<file path="src/hw/rtl/lkvt_ram.sv">
`default_nettype none

module lkvt_ram #(
    parameter int WIDTH  = 32,
    parameter int DEPTH  = 64,
    parameter int ADDR_W = $clog2(DEPTH)
) (
    input  wire logic              aclk,
    input  wire logic              we,
    input  wire logic [ADDR_W-1:0] waddr,
    input  wire logic [WIDTH-1:0]  wdata,
    input  wire logic [ADDR_W-1:0] raddr,
    output logic      [WIDTH-1:0]  rdata
);

    // Simple dual-port storage with a registered read.
    logic [WIDTH-1:0] mem [DEPTH];

    always_ff @(posedge aclk) begin
        if (we) begin
            mem[waddr] <= wdata;
        end
        rdata <= mem[raddr];
    end

endmodule

`default_nettype wire

</file>
<file path="config.mk">
export PLATFORM = sky130hd
export DESIGN_NAME = lkvt_ram
export DESIGN_NICKNAME = d
export VERILOG_FILES = /design/src/hw/rtl/lkvt_ram.sv
export SDC_FILE = /design/constraint.sdc
export NUM_CORES = 2
export LEC_CHECK = 0
export BUFFER_PORTS_ARGS = -buffer_cell sky130_fd_sc_hd__buf_2
export CAP_MARGIN = 0
export CORE_UTILIZATION = 59
export DETAILED_ROUTE_END_ITERATION = 10
export GPL_TIMING_DRIVEN = 0
export PLACE_DENSITY = 0.85
export SYNTH_ARGS = -nofsm -noshare
export SYNTH_HDL_FRONTEND = slang
export SYNTH_SLANG_ARGS = --single-unit
</file>
<file path="constraint.sdc">
create_clock -name aclk -period 6.6 [get_ports aclk]
set_clock_uncertainty 0.15 [all_clocks]
set_input_delay 0.33 -clock aclk [delete_from_list [all_inputs] [get_ports aclk]]
set_output_delay 0.33 -clock aclk [all_outputs]
set_load 0.02 [all_outputs]
</file>
==> run metrics <==
Worst R2R Setup Slack 3.52 ns; total clock sinks 2,080; initial antenna violation count 25; leakage 27.9 nW; Setup Fix Bufs, Post-CTS 0; gr usage total 41.5%; Tcrit/Tclk final 64.1%; CTS buffer count 188; Clock Latency Late Sink 0.88 ns; EDFF count, synth 2,048; setup slack after layout 2.37 ns; failing checks max-capacitance violations, max-slew violations; FF-to-FF End rdata[18]; via count 44,800; Power Density 307 nW/um2; Mapped Cells 3,324; pre-CTS WS 2.13 ns; CTS max path bufs 3; minimum clock period 4.23 ns; actual slew at the worst max-slew pin 1.67 ns; RSZ-0062 raised after global routing false; hold path startpoint raddr[4]; synth warn 0; Setup violations, final 0; total grt overflow 0; fmax 237 MHz; Placeable Area 132,000 um2; Bufs and invs on worst path 4; critical path class in -> reg; number of fill cells in the layout 7,251; WP data arrival 4.78 ns; input/output buffers 69; sequential area share after synthesis 79.1%; Reg clk slew, reported paths 0.06 ns; Placement Rows 133; WHS Endpoint rdata[31]; reg2reg path depth 4; synthesized net count 3,370; vias per cell 7.99; IO Count 78; register area 62,100 um2; design area 89,700 um2; width of the die 367 um; vias in the first global route 44,400; Hold Vio Cnt, Final 0; WHS 0.129 ns; antenna-violating nets left 0; Post-synth ARST share 0%; CP Max Fanout 10; DRC viols 0; global-route wire length before repair 369,000 um; Max IR drop VDD 325 uV; die height 367 um; Nets 3,726; share of the synthesized area in the top cell type 78.3%; synthesized area 78,500 um2; routed wire length 276,000 um; crit start category input port; CP cell instances buf_2 > buf_2 > buf_2 > buf_1 > nand3b_1 > o221ai_1 > a21oi_1 > a21oi_1 > nor2_1; crit-path most repeated cell buf_2; Iter 0 DRT Violations 10,100; crit path from raddr[1]; Detailed Place HPWL 155,000 um; DIE AREA 135,000 um2; Worst path max stage delay 0.93 ns; area grow syn2layout 14.3%; Min-Delay Path Class in -> reg; Synth area leaders edfxtp_1, mux4_2, mux2i_1, dfxtp_1, o22ai_1; post-DR wirelength/cell 49.3 um; layout cells sized above 1 29.5%; Most used DFF post-synth edfxtp_1; DRT Pass-1 Iters 7; worst hold stages 6; H-tree depth 4; CTS tree built; largest net degree at the start of global routing 65; routability cong. 0.916; synth unique cells 34; slowest stage cell, crit path buf_1; critical path's top delay family buffers and inverters; Slew Limit Fails 379; Critical R2R Launch mem[16][18]; Max-slew headroom -11.1%; Synth Area per Inst 23.6 um2; max-cap violations 12; post-synth top area cell edfxtp_1; Worst Setup End Kind register; synthesized flop and latch total 2,080; multi-input logic area 16,000 um2; critical path data required time 7.15 ns; CTS root buf clkbuf_16; DP Area 83,400 um2; run status finished with violations; Initial Util 59.6%
[worst reg2reg max path, cell delays in order, from the launching register on]
cell,delay (ns)
edfxtp_1,0.41
mux4_2,0.51
mux4_2,0.55
o22ai_1,0.89
nor2_1,0.34
[stage by stage]
stage          util, %  power (mW)  setup TNS [ns]  std cells
2_1_floorplan        -        15.7               0       3324
3_3_place_gp      61.5        16.3          -47.76       5148
3_5_place_dp      63.3        16.4               0       5235
4_1_cts           67.9        27.2               0       5579
5_1_grt           68.0        27.8               0       5589
6_report          68.1        27.5               0       5607
[kinds of logic (layout without fill, tap and decap cells)]
group	after synthesis	count (layout)	share of synthesized area (%)
other cells	0	18	0
simple gates	223	223	1.27
compound gates	202	202	1.67
buf+inv	182	692	1.13
flops	2080	2080	79.1
mux	637	637	16.8
[layer usage]
layer	vias to the layer above	track usage, %	wire length [um]
met5	-	0	156
met4	16	33.9	30200
met3	1887	18.2	48700
met2	6032	60.8	121000
met1	21900	47.6	76200
li1	15000	-	-
[worst max path at each step]
stage / to / slack (ns) / cells past startpoint
after floorplan: mem[48][0] / 2.96 / 4
after global placement: mem[49][23] / -0.76 / 4
after detailed placement: rdata[18] / 2.13 / 7
after CTS: rdata[15] / 2.88 / 9
after global routing: rdata[10] / 2.55 / 9
final: rdata[19] / 2.37 / 9
[timing repair]
item,4_1_cts,5_1_grt
endpoints found under the hold margin,0,105
resized for setup,0,0
hold buffers,0,5
setup endpoints to repair,0,0
[sequential cells by signal (all words and copies together), names as in the netlist]
register / cells
rdata: 32
mem: 2048
[area by class of cell]
class / instances / area share, %
multi-input cells: 1062 / 17.8
well taps: 1755 / 2.45
flip-flops and latches: 2080 / 69.3
diodes: 18 / 0.0502
plain buffers: 182 / 0.989
repair buffers: 166 / 2.67
clock buffers: 249 / 5.78
clock inverters: 95 / 1.00
[cells in the mapped netlist, types with 15 or more instances]
cell type,count
clkbuf_1,74
o22ai_1,84
dfxtp_1,32
buf_1,21
a21oi_1,62
o221ai_1,27
buf_4,25
nor2_1,137
nand2_1,26
mux4_2,544
mux2i_1,93
edfxtp_1,2048
nor2b_1,15
buf_2,57
[report_power, final]
part | switching [mW] | leakage [nW] | internal, mW | total [mW]
Combinational | 1.16 | 6.29 | 0.509 | 1.67
Clock | 5.11 | 2.97 | 6.05 | 11.2
Sequential | 0.0445 | 18.7 | 14.6 | 14.7
[placed cells by master (no fill, tap or decap), types with 6 or more instances in the layout]
master         n
nor2_1        75
clkbuf_8      10
nand2b_1       8
buf_12        51
nand2_1       26
a21oi_1       58
mux2i_1       93
clkinv_1      33
nor2_4        62
buf_1         21
diode_2       18
buf_4         27
bufinv_16     13
nor2b_1       15
dfxtp_1       32
edfxtp_1    2048
o22ai_1       84
buf_8          6
buf_16        30
clkbuf_16    195
clkbuf_1     117
o221ai_1      27
mux4_2       544
buf_6         10
a311oi_1       8
clkinv_2      32
buf_2        124
clkinvlp_4     7
a22oi_1       12
No activity file was read; power rests on OpenSTA's default activity.
